File: src/ebq_pkg.sv
`timescale 1ns / 1ps

package ebq_pkg;

  localparam int ACC_BITS_DEF  = 32;
  localparam int TIME_BITS_DEF = 32;

  typedef enum logic [1:0] {
    OP_POLL  = 2'd0,
    OP_STEPS = 2'd1,
    OP_CLEAR = 2'd2,
    OP_INIT  = 2'd3
  } op_e;

  typedef enum logic [1:0] {
    CFG_DEBOUNCE  = 2'd0,
    CFG_LONG_HOLD = 2'd1,
    CFG_EVENT_GAP = 2'd2,
    CFG_CPS       = 2'd3
  } cfg_e;

  localparam logic [15:0] DEBOUNCE_RST  = 16'd20;
  localparam logic [15:0] LONG_HOLD_RST = 16'd600;
  localparam logic [15:0] EVENT_GAP_RST = 16'd150;
  localparam logic [7:0]  CPS_RST       = 8'd4;

  typedef struct packed {
    logic ge;
    logic gt;
  } tcmp_t;

endpackage

File: src/encoder_button_qualifier.sv
`timescale 1ns / 1ps

// Channel   Direction  Handshake                 Payload
// in        input      in_valid_i / in_ready_o   op_i, raw_count_i, button_down_i, now_ms_i
// out       output     out_valid_o / out_ready_i short_press_o, long_press_o, held_o, steps_o
// cfg       input      cfg_valid_i / cfg_ready_o cfg_index_i, cfg_data_i
//
// Init and clear go straight to done; a poll runs its checks on the shared time comparator.
// Take steps runs the one-bit-per-cycle restoring divider, then clamp, multiply and subtract.
// Take steps with a zero step size skips the divider.
// Reset restores the register defaults and clears all tracking state at once.
// A finished result waits in an internal stage while the output register is full and not taken.

module encoder_button_qualifier import ebq_pkg::*; #(
  parameter int ACC_BITS  = ACC_BITS_DEF,
  parameter int TIME_BITS = TIME_BITS_DEF
) (
  input  logic               clk_i,
  input  logic               rst_ni,
  input  logic               in_valid_i,
  output logic               in_ready_o,
  input  logic [1:0]         op_i,
  input  logic signed [15:0] raw_count_i,
  input  logic               button_down_i,
  input  logic [31:0]        now_ms_i,
  output logic               out_valid_o,
  input  logic               out_ready_i,
  output logic               short_press_o,
  output logic               long_press_o,
  output logic               held_o,
  output logic signed [31:0] steps_o,
  input  logic               cfg_valid_i,
  output logic               cfg_ready_o,
  input  logic [1:0]         cfg_index_i,
  input  logic [15:0]        cfg_data_i
);

  localparam int QW = (ACC_BITS > 32) ? ACC_BITS : 32;
  localparam int MW = (ACC_BITS > 41) ? ACC_BITS : 41;

  localparam logic [3:0] S_IDLE  = 4'd0;
  localparam logic [3:0] S_DEB   = 4'd1;
  localparam logic [3:0] S_REL   = 4'd2;
  localparam logic [3:0] S_HOLD  = 4'd3;
  localparam logic [3:0] S_GAP   = 4'd4;
  localparam logic [3:0] S_DIV   = 4'd5;
  localparam logic [3:0] S_CLAMP = 4'd6;
  localparam logic [3:0] S_MUL   = 4'd7;
  localparam logic [3:0] S_SUB   = 4'd8;
  localparam logic [3:0] S_DONE  = 4'd9;

  localparam logic signed [ACC_BITS-1:0] ACC_MAX = {1'b0, {(ACC_BITS-1){1'b1}}};
  localparam logic signed [ACC_BITS-1:0] ACC_MIN = {1'b1, {(ACC_BITS-1){1'b0}}};
  localparam logic signed [QW-1:0] Q_MAX = QW'(64'sd2147483647);
  localparam logic signed [QW-1:0] Q_MIN = QW'(-64'sd2147483648);

  logic [3:0] state_q, state_d;

  logic [15:0] debounce_q, long_hold_q, event_gap_q;
  logic [7:0]  cps_q;

  logic signed [15:0]         prev_count_q;
  logic signed [ACC_BITS-1:0] step_total_q;
  logic                       prev_level_q, stable_q;
  logic [TIME_BITS-1:0]       change_time_q, press_start_q, event_time_q, now_q;
  logic                       press_active_q, long_done_q, swallow_q;

  logic                       sp_q, lp_q, neg_q;
  logic signed [31:0]         steps_q, qsat_q;
  logic signed [ACC_BITS-1:0] prod_q;

  logic               out_valid_q, out_sp_q, out_lp_q, out_held_q;
  logic signed [31:0] out_steps_q;

  logic                       in_fire, out_free, hold_ok;
  logic [TIME_BITS-1:0]       now_t, tc_then;
  logic [15:0]                tc_thr;
  tcmp_t                      tc;
  logic signed [15:0]         delta;
  logic signed [ACC_BITS:0]   acc_sum;
  logic signed [ACC_BITS-1:0] acc_sat, q_full;
  logic signed [QW-1:0]       q_ext;
  logic signed [31:0]         q_clamp;
  logic signed [40:0]         prod_w;
  logic [ACC_BITS-1:0]        div_dividend, div_quo;
  logic                       div_start, div_done;

  assign in_ready_o  = (state_q == S_IDLE);
  assign in_fire     = in_valid_i && in_ready_o;
  assign out_free    = !out_valid_q || out_ready_i;
  assign cfg_ready_o = 1'b1;
  assign now_t       = TIME_BITS'(now_ms_i);

  assign delta   = raw_count_i - prev_count_q;
  assign acc_sum = {step_total_q[ACC_BITS-1], step_total_q} + (ACC_BITS+1)'(delta);
  assign acc_sat = (acc_sum[ACC_BITS] != acc_sum[ACC_BITS-1]) ?
                   (acc_sum[ACC_BITS] ? ACC_MIN : ACC_MAX) : acc_sum[ACC_BITS-1:0];

  always_comb begin
    case (state_q)
      S_REL, S_GAP: begin
        tc_then = event_time_q;
        tc_thr  = event_gap_q;
      end
      S_HOLD: begin
        tc_then = press_start_q;
        tc_thr  = long_hold_q;
      end
      default: begin
        tc_then = change_time_q;
        tc_thr  = debounce_q;
      end
    endcase
  end

  ebq_time_cmp #(.TIME_BITS(TIME_BITS)) u_time_cmp (
    .now_i  (now_q),
    .then_i (tc_then),
    .thr_i  (tc_thr),
    .res_o  (tc)
  );

  assign div_start    = in_fire && (op_i == OP_STEPS) && (cps_q != 8'd0);
  assign div_dividend = step_total_q[ACC_BITS-1] ? -step_total_q : step_total_q;

  ebq_divider #(.ACC_BITS(ACC_BITS)) u_divider (
    .clk_i      (clk_i),
    .rst_ni     (rst_ni),
    .start_i    (div_start),
    .dividend_i (div_dividend),
    .divisor_i  (cps_q),
    .done_o     (div_done),
    .quotient_o (div_quo)
  );

  assign q_full  = neg_q ? -$signed(div_quo) : $signed(div_quo);
  assign q_ext   = QW'(q_full);
  assign q_clamp = (q_ext > Q_MAX) ? 32'sh7FFF_FFFF :
                   (q_ext < Q_MIN) ? 32'sh8000_0000 : q_ext[31:0];
  assign prod_w  = qsat_q * $signed({1'b0, cps_q});

  assign hold_ok = stable_q && !long_done_q && !swallow_q && press_active_q && tc.ge;

  always_comb begin
    state_d = state_q;
    case (state_q)
      S_IDLE: begin
        if (in_fire) begin
          case (op_i)
            OP_POLL:  state_d = S_DEB;
            OP_STEPS: state_d = (cps_q != 8'd0) ? S_DIV : S_DONE;
            default:  state_d = S_DONE;
          endcase
        end
      end
      S_DEB: begin
        if (!tc.ge) begin
          state_d = S_DONE;
        end else if ((stable_q != prev_level_q) && !prev_level_q) begin
          state_d = S_REL;
        end else begin
          state_d = S_HOLD;
        end
      end
      S_REL:   state_d = S_HOLD;
      S_HOLD:  state_d = hold_ok ? S_GAP : S_DONE;
      S_GAP:   state_d = S_DONE;
      S_DIV:   state_d = div_done ? S_CLAMP : S_DIV;
      S_CLAMP: state_d = S_MUL;
      S_MUL:   state_d = S_SUB;
      S_SUB:   state_d = S_DONE;
      S_DONE:  state_d = out_free ? S_IDLE : S_DONE;
      default: state_d = S_IDLE;
    endcase
  end

  always_ff @(posedge clk_i or negedge rst_ni) begin
    if (!rst_ni) begin
      state_q <= S_IDLE;
    end else begin
      state_q <= state_d;
    end
  end

  always_ff @(posedge clk_i or negedge rst_ni) begin
    if (!rst_ni) begin
      debounce_q  <= DEBOUNCE_RST;
      long_hold_q <= LONG_HOLD_RST;
      event_gap_q <= EVENT_GAP_RST;
      cps_q       <= CPS_RST;
    end else if (cfg_valid_i && cfg_ready_o) begin
      case (cfg_index_i)
        CFG_DEBOUNCE:  debounce_q  <= cfg_data_i;
        CFG_LONG_HOLD: long_hold_q <= cfg_data_i;
        CFG_EVENT_GAP: event_gap_q <= cfg_data_i;
        CFG_CPS:       cps_q       <= cfg_data_i[7:0];
        default:       ;
      endcase
    end
  end

  always_ff @(posedge clk_i or negedge rst_ni) begin
    if (!rst_ni) begin
      prev_count_q   <= '0;
      step_total_q   <= '0;
      prev_level_q   <= 1'b0;
      stable_q       <= 1'b0;
      change_time_q  <= '0;
      press_start_q  <= '0;
      event_time_q   <= '0;
      press_active_q <= 1'b0;
      long_done_q    <= 1'b0;
      swallow_q      <= 1'b0;
      now_q          <= '0;
      sp_q           <= 1'b0;
      lp_q           <= 1'b0;
      neg_q          <= 1'b0;
      steps_q        <= '0;
      qsat_q         <= '0;
      prod_q         <= '0;
    end else begin
      case (state_q)
        S_IDLE: begin
          if (in_fire) begin
            now_q   <= now_t;
            sp_q    <= 1'b0;
            lp_q    <= 1'b0;
            steps_q <= '0;
            neg_q   <= step_total_q[ACC_BITS-1];
            case (op_i)
              OP_POLL: begin
                prev_count_q <= raw_count_i;
                step_total_q <= acc_sat;
                if (button_down_i != prev_level_q) begin
                  prev_level_q  <= button_down_i;
                  change_time_q <= now_t;
                end
              end
              OP_CLEAR: begin
                step_total_q   <= '0;
                press_start_q  <= '0;
                press_active_q <= 1'b0;
                long_done_q    <= 1'b0;
                change_time_q  <= now_t;
                if (!stable_q) begin
                  prev_level_q <= 1'b0;
                  swallow_q    <= 1'b0;
                end else begin
                  swallow_q <= 1'b1;
                end
              end
              OP_INIT: begin
                prev_count_q  <= raw_count_i;
                prev_level_q  <= button_down_i;
                stable_q      <= button_down_i;
                change_time_q <= now_t;
              end
              default: ;
            endcase
          end
        end
        S_DEB: begin
          if (tc.ge && (stable_q != prev_level_q) && prev_level_q) begin
            stable_q       <= 1'b1;
            press_start_q  <= now_q;
            press_active_q <= 1'b1;
            long_done_q    <= 1'b0;
          end
        end
        S_REL: begin
          stable_q <= 1'b0;
          if (swallow_q) begin
            swallow_q <= 1'b0;
          end else if (press_active_q && !long_done_q && tc.gt) begin
            sp_q         <= 1'b1;
            event_time_q <= now_q;
          end
          press_start_q  <= '0;
          press_active_q <= 1'b0;
          long_done_q    <= 1'b0;
        end
        S_GAP: begin
          if (tc.gt) begin
            lp_q         <= 1'b1;
            long_done_q  <= 1'b1;
            swallow_q    <= 1'b1;
            event_time_q <= now_q;
          end
        end
        S_CLAMP: begin
          qsat_q  <= q_clamp;
          steps_q <= q_clamp;
        end
        S_MUL: begin
          prod_q <= ACC_BITS'(MW'(prod_w));
        end
        S_SUB: begin
          step_total_q <= step_total_q - prod_q;
        end
        default: ;
      endcase
    end
  end

  always_ff @(posedge clk_i or negedge rst_ni) begin
    if (!rst_ni) begin
      out_valid_q <= 1'b0;
      out_sp_q    <= 1'b0;
      out_lp_q    <= 1'b0;
      out_held_q  <= 1'b0;
      out_steps_q <= '0;
    end else begin
      if (state_q == S_DONE && out_free) begin
        out_valid_q <= 1'b1;
        out_sp_q    <= sp_q;
        out_lp_q    <= lp_q;
        out_held_q  <= stable_q;
        out_steps_q <= steps_q;
      end else if (out_ready_i) begin
        out_valid_q <= 1'b0;
      end
    end
  end

  assign out_valid_o   = out_valid_q;
  assign short_press_o = out_sp_q;
  assign long_press_o  = out_lp_q;
  assign held_o        = out_held_q;
  assign steps_o       = out_steps_q;

endmodule

File: src/ebq_time_cmp.sv
`timescale 1ns / 1ps

module ebq_time_cmp import ebq_pkg::*; #(
  parameter int TIME_BITS = TIME_BITS_DEF
) (
  input  logic [TIME_BITS-1:0] now_i,
  input  logic [TIME_BITS-1:0] then_i,
  input  logic [15:0]          thr_i,
  output tcmp_t                res_o
);

  logic [TIME_BITS-1:0] elapsed;
  logic [TIME_BITS-1:0] thr_ext;

  assign elapsed    = now_i - then_i;
  assign thr_ext    = TIME_BITS'(thr_i);
  assign res_o.ge   = (elapsed >= thr_ext);
  assign res_o.gt   = (elapsed >= thr_ext) && (elapsed != thr_ext);

endmodule

File: src/ebq_divider.sv
`timescale 1ns / 1ps

module ebq_divider import ebq_pkg::*; #(
  parameter int ACC_BITS = ACC_BITS_DEF
) (
  input  logic                clk_i,
  input  logic                rst_ni,
  input  logic                start_i,
  input  logic [ACC_BITS-1:0] dividend_i,
  input  logic [7:0]          divisor_i,
  output logic                done_o,
  output logic [ACC_BITS-1:0] quotient_o
);

  localparam int CW = $clog2(ACC_BITS);

  logic                busy_q;
  logic                done_q;
  logic [CW-1:0]       cnt_q;
  logic [ACC_BITS-1:0] num_q;
  logic [ACC_BITS-1:0] quo_q;
  logic [7:0]          rem_q;
  logic [7:0]          div_q;
  logic [8:0]          rem_sh;
  logic [8:0]          rem_sub;
  logic                fits;

  assign rem_sh  = {rem_q, num_q[ACC_BITS-1]};
  assign fits    = (rem_sh >= {1'b0, div_q});
  assign rem_sub = rem_sh - {1'b0, div_q};

  always_ff @(posedge clk_i or negedge rst_ni) begin
    if (!rst_ni) begin
      busy_q <= 1'b0;
      done_q <= 1'b0;
      cnt_q  <= '0;
      num_q  <= '0;
      quo_q  <= '0;
      rem_q  <= '0;
      div_q  <= '0;
    end else begin
      done_q <= 1'b0;
      if (start_i) begin
        busy_q <= 1'b1;
        cnt_q  <= '0;
        num_q  <= dividend_i;
        quo_q  <= '0;
        rem_q  <= '0;
        div_q  <= divisor_i;
      end else if (busy_q) begin
        num_q <= {num_q[ACC_BITS-2:0], 1'b0};
        quo_q <= {quo_q[ACC_BITS-2:0], fits};
        rem_q <= fits ? rem_sub[7:0] : rem_sh[7:0];
        cnt_q <= cnt_q + 1'b1;
        if (cnt_q == CW'(ACC_BITS - 1)) begin
          busy_q <= 1'b0;
          done_q <= 1'b1;
        end
      end
    end
  end

  assign done_o     = done_q;
  assign quotient_o = quo_q;

endmodule

File: config.mk
export PLATFORM = sky130hd
export DESIGN_NAME = encoder_button_qualifier
export DESIGN_NICKNAME = d
export VERILOG_FILES = /design/src/ebq_pkg.sv /design/src/encoder_button_qualifier.sv /design/src/ebq_time_cmp.sv /design/src/ebq_divider.sv
export SDC_FILE = /design/constraint.sdc
export NUM_CORES = 2
export LEC_CHECK = 0
export BUFFER_PORTS_ARGS = -buffer_cell sky130_fd_sc_hd__buf_2
export CORE_ASPECT_RATIO = 0.9
export CORE_MARGIN = 4
export CORE_UTILIZATION = 55
export CTS_BUF_LIST = sky130_fd_sc_hd__clkbuf_2
export DETAILED_ROUTE_END_ITERATION = 7
export PLACE_DENSITY_LB_ADDON = 0.12
export SYNTH_ARGS = -nofsm -noshare
export SYNTH_HDL_FRONTEND = slang
export SYNTH_SLANG_ARGS = --single-unit
File: constraint.sdc
create_clock -name clk_i -period 17.1 [get_ports clk_i]
set_clock_uncertainty 0.15 [all_clocks]
set_input_delay 2.565 -clock clk_i [delete_from_list [all_inputs] [get_ports clk_i]]
set_output_delay 2.565 -clock clk_i [all_outputs]
set_load 0.05 [all_outputs]
==> key figures <==
Drt
  • ANT nets after route: 0
  • Via/cell ratio: 5.86
  • DRC viols: 0
  • Final wirelength: 86.2 mm
  • Routed len/inst: 19.0 um
  • DRT iter0 DRCs: 2068
  • Pre-antenna DRT Iters: 7
  • DR vias: 26638

Global routing
  • Global-route usage over all layers: 0.262
  • Vias in the first global route: 27302
  • Initial antenna violation count: 6
  • First-pass GRT wire length: 142 mm
  • Pin count of the biggest net entering global routing: 117
  • Congestion Overflow GR: 0

Floorplan
  • Die height: 243 um
  • # rows: 85
  • Initial core utilization: 0.561
  • Ports: 112
  • Die area: 65500 um^2
  • Die width: 269 um
  • Placeable Area: 60300 um^2

Setup path
  • Critical Path Max Stage Delay: 1.03 ns
  • Setup CP Type: input pin to flop
  • Max FO, Critical Path: 19
  • FF-to-FF Start: state_q[1]$_DFFE_PN0N_
  • Setup crit start kind: input pin
  • Setup crit start: raw_count_i[0]
  • Worst endpoint required time: 18.03 ns
  • Slowest CP cell: o21ai_1
  • Crit end category: flop
  • Most used cell, CP: a21oi_1
  • Critical Path AT: 9.28 ns

Clocking
  • Clock root buffer: clkbuf_2
  • CTS Buffer Depth: 3
  • Hold_buf cts: 0
  • Resized cells post-CTS: 0
  • Worst-path clk slew: 0.11 ns
  • Clock Sinks: 463
  • Post-CTS Setup Inserts: 0
  • CTS tree: yes
  • TritonCTS buffer count: 119
  • H-Tree Depth: 3
  • Clock latency at the later pin of the worst-skew pair: 1.19 ns

Cells and area
  • Number of nets in the layout: 4092
  • Fillers: 5250
  • Non-Filler Instances: 4542
  • Share of cells above drive strength 1: 0.152
  • Commonest non-fill, non-tap cell in the layout: dfrtp_1
  • Most frequent cells in the layout: 451 x dfrtp_1, 439 x nand2_1, 332 x inv_1
  • Area Growth Syn to Fin: 6.84%

Synth
  • Synth warn: 0
  • Number of synthesized flops with an enable pin: 0
  • FF+latch count, synth: 463
  • Syn_area_per_cell: 9.52 um^2
  • Seq/Total Area, Yosys: 0.343
  • Synthesized instance count: 3551
  • Synth cell types: 84
  • FFs w/ async S/R, synth: 1.00
  • Mapped Nets: 3992
  • Synth Flop Type: dfrtp_1
  • Mapped Area: 33800 um^2

Hold path
  • Worst hold path type: flop to flop
  • HP Start: steps_q[17]$_DFFE_PN0P_

Timing
  • RSZ-0062 raised after global routing: false
  • Final Hold Viols: 0
  • Final period util: 0.488
  • Setup violations, final: 0
  • Final slew viol count: 0
  • Min Clock Period, post-route: 8.35 ns
  • Slew of the pin with the lowest slew margin: 1.31 ns
  • Post-route worst setup slack: 8.75 ns
  • Setup TNS Final: 0 ns
  • Worst slew margin: 0.121
  • Max Freq: 0.120 GHz

Run
  • Max-cap violations: 0

Run status
  • Status: complete, no violations

Placement
  • Post-DP HPWL: 62.6 mm
  • Placed Cells: 4313
  • Worst slack at placement: 7.77 ns
  • Final GP Congestion: 0.886
  • Port Buffers: 110
## per-stage QoR
step	area (um^2)	hold slack, ns	util
floorplan	33800	0.292	-
finish	36100	0.340	0.599
global route	36100	0.312	0.599
CTS	36100	0.313	0.599
detailed placement	35000	0.319	0.581
global placement	35000	0.316	0.581
## final timing paths
kind	slack (ns)	cells past startpoint	to
min in group asynchronous	1.23	1	prev_count_q[12]$_DFFE_PN0P_
worst max register to register	9.53	24	event_time_q[20]$_DFFE_PN0P_
worst min-delay path	0.34	1	steps_o[17]$_DFFE_PN0P_
max in group asynchronous	13.21	3	steps_o[28]$_DFFE_PN0P_
worst max-delay path	8.75	27	step_total_q[19]$_DFFE_PN0P_
worst min register to register	0.34	1	steps_o[17]$_DFFE_PN0P_
## cells by family after synthesis
group,count (synthesis),share of synthesized area
AO/OA/AOI/OAI,759,0.148
adder cells (fa/ha/maj),367,0.172
AND/OR/NAND/NOR,1000,0.139
other,1,0.000111
multiplexers,274,0.0910
XOR/XNOR,191,0.0499
buffers and inverters,496,0.0566
flip-flops,463,0.343
## registers in the layout, indices dropped and copies added (netlist names), 16 cells and up
name and count:
change_time_q 32, event_time_q 32, now_q 32, press_start_q 32, prod_q 32, qsat_q 32, step_total_q 32, steps_o 32
steps_q 32, u_divider.num_q 32, u_divider.quotient_o 32, debounce_q 16, event_gap_q 16, long_hold_q 16, prev_count_q 16
## cell type report
class	count	area [um^2]	area share
multi-input cells	2592	20400	0.564
flip-flops and latches	463	11600	0.321
inverters	332	1250	0.0345
well taps	783	980	0.0271
clock buffers	165	826	0.0229
repair buffers	143	808	0.0224
clock inverters	59	277	0.00766
diodes	5	12.5	0.000346
## critical path: cells and delay by family
kind	cells	cell delay, ns
AO/OA/AOI/OAI	16	4.74
XOR/XNOR	2	0.36
adder cells (fa/ha/maj)	3	0.87
buffers and inverters	3	0.22
AND/OR/NAND/NOR	3	0.50
## routing by layer
layer	GRT usage	routed length, um	vias up
li1	-	-	12520
met3	0.0459	4970	139
met2	0.412	39000	738
met4	0.0739	1760	2
met5	0	13	-
met1	0.376	40500	13239
## synthesized netlist by cell type (127+ instances only)
cell type | n | share of area
a21oi_1 | 187 | 0.028
and2_1 | 137 | 0.025
clkbuf_1 | 139 | 0.015
dfrtp_1 | 452 | 0.33
fa_1 | 161 | 0.095
ha_1 | 206 | 0.076
inv_1 | 332 | 0.037
mux2_2 | 146 | 0.049
nand2_1 | 440 | 0.049
nor2_1 | 176 | 0.020
o21ai_0 | 188 | 0.028
xnor2_1 | 127 | 0.033
Power is not shown: default switching activity piles up to over one toggle a cycle in this logic, so the estimate is an artifact.
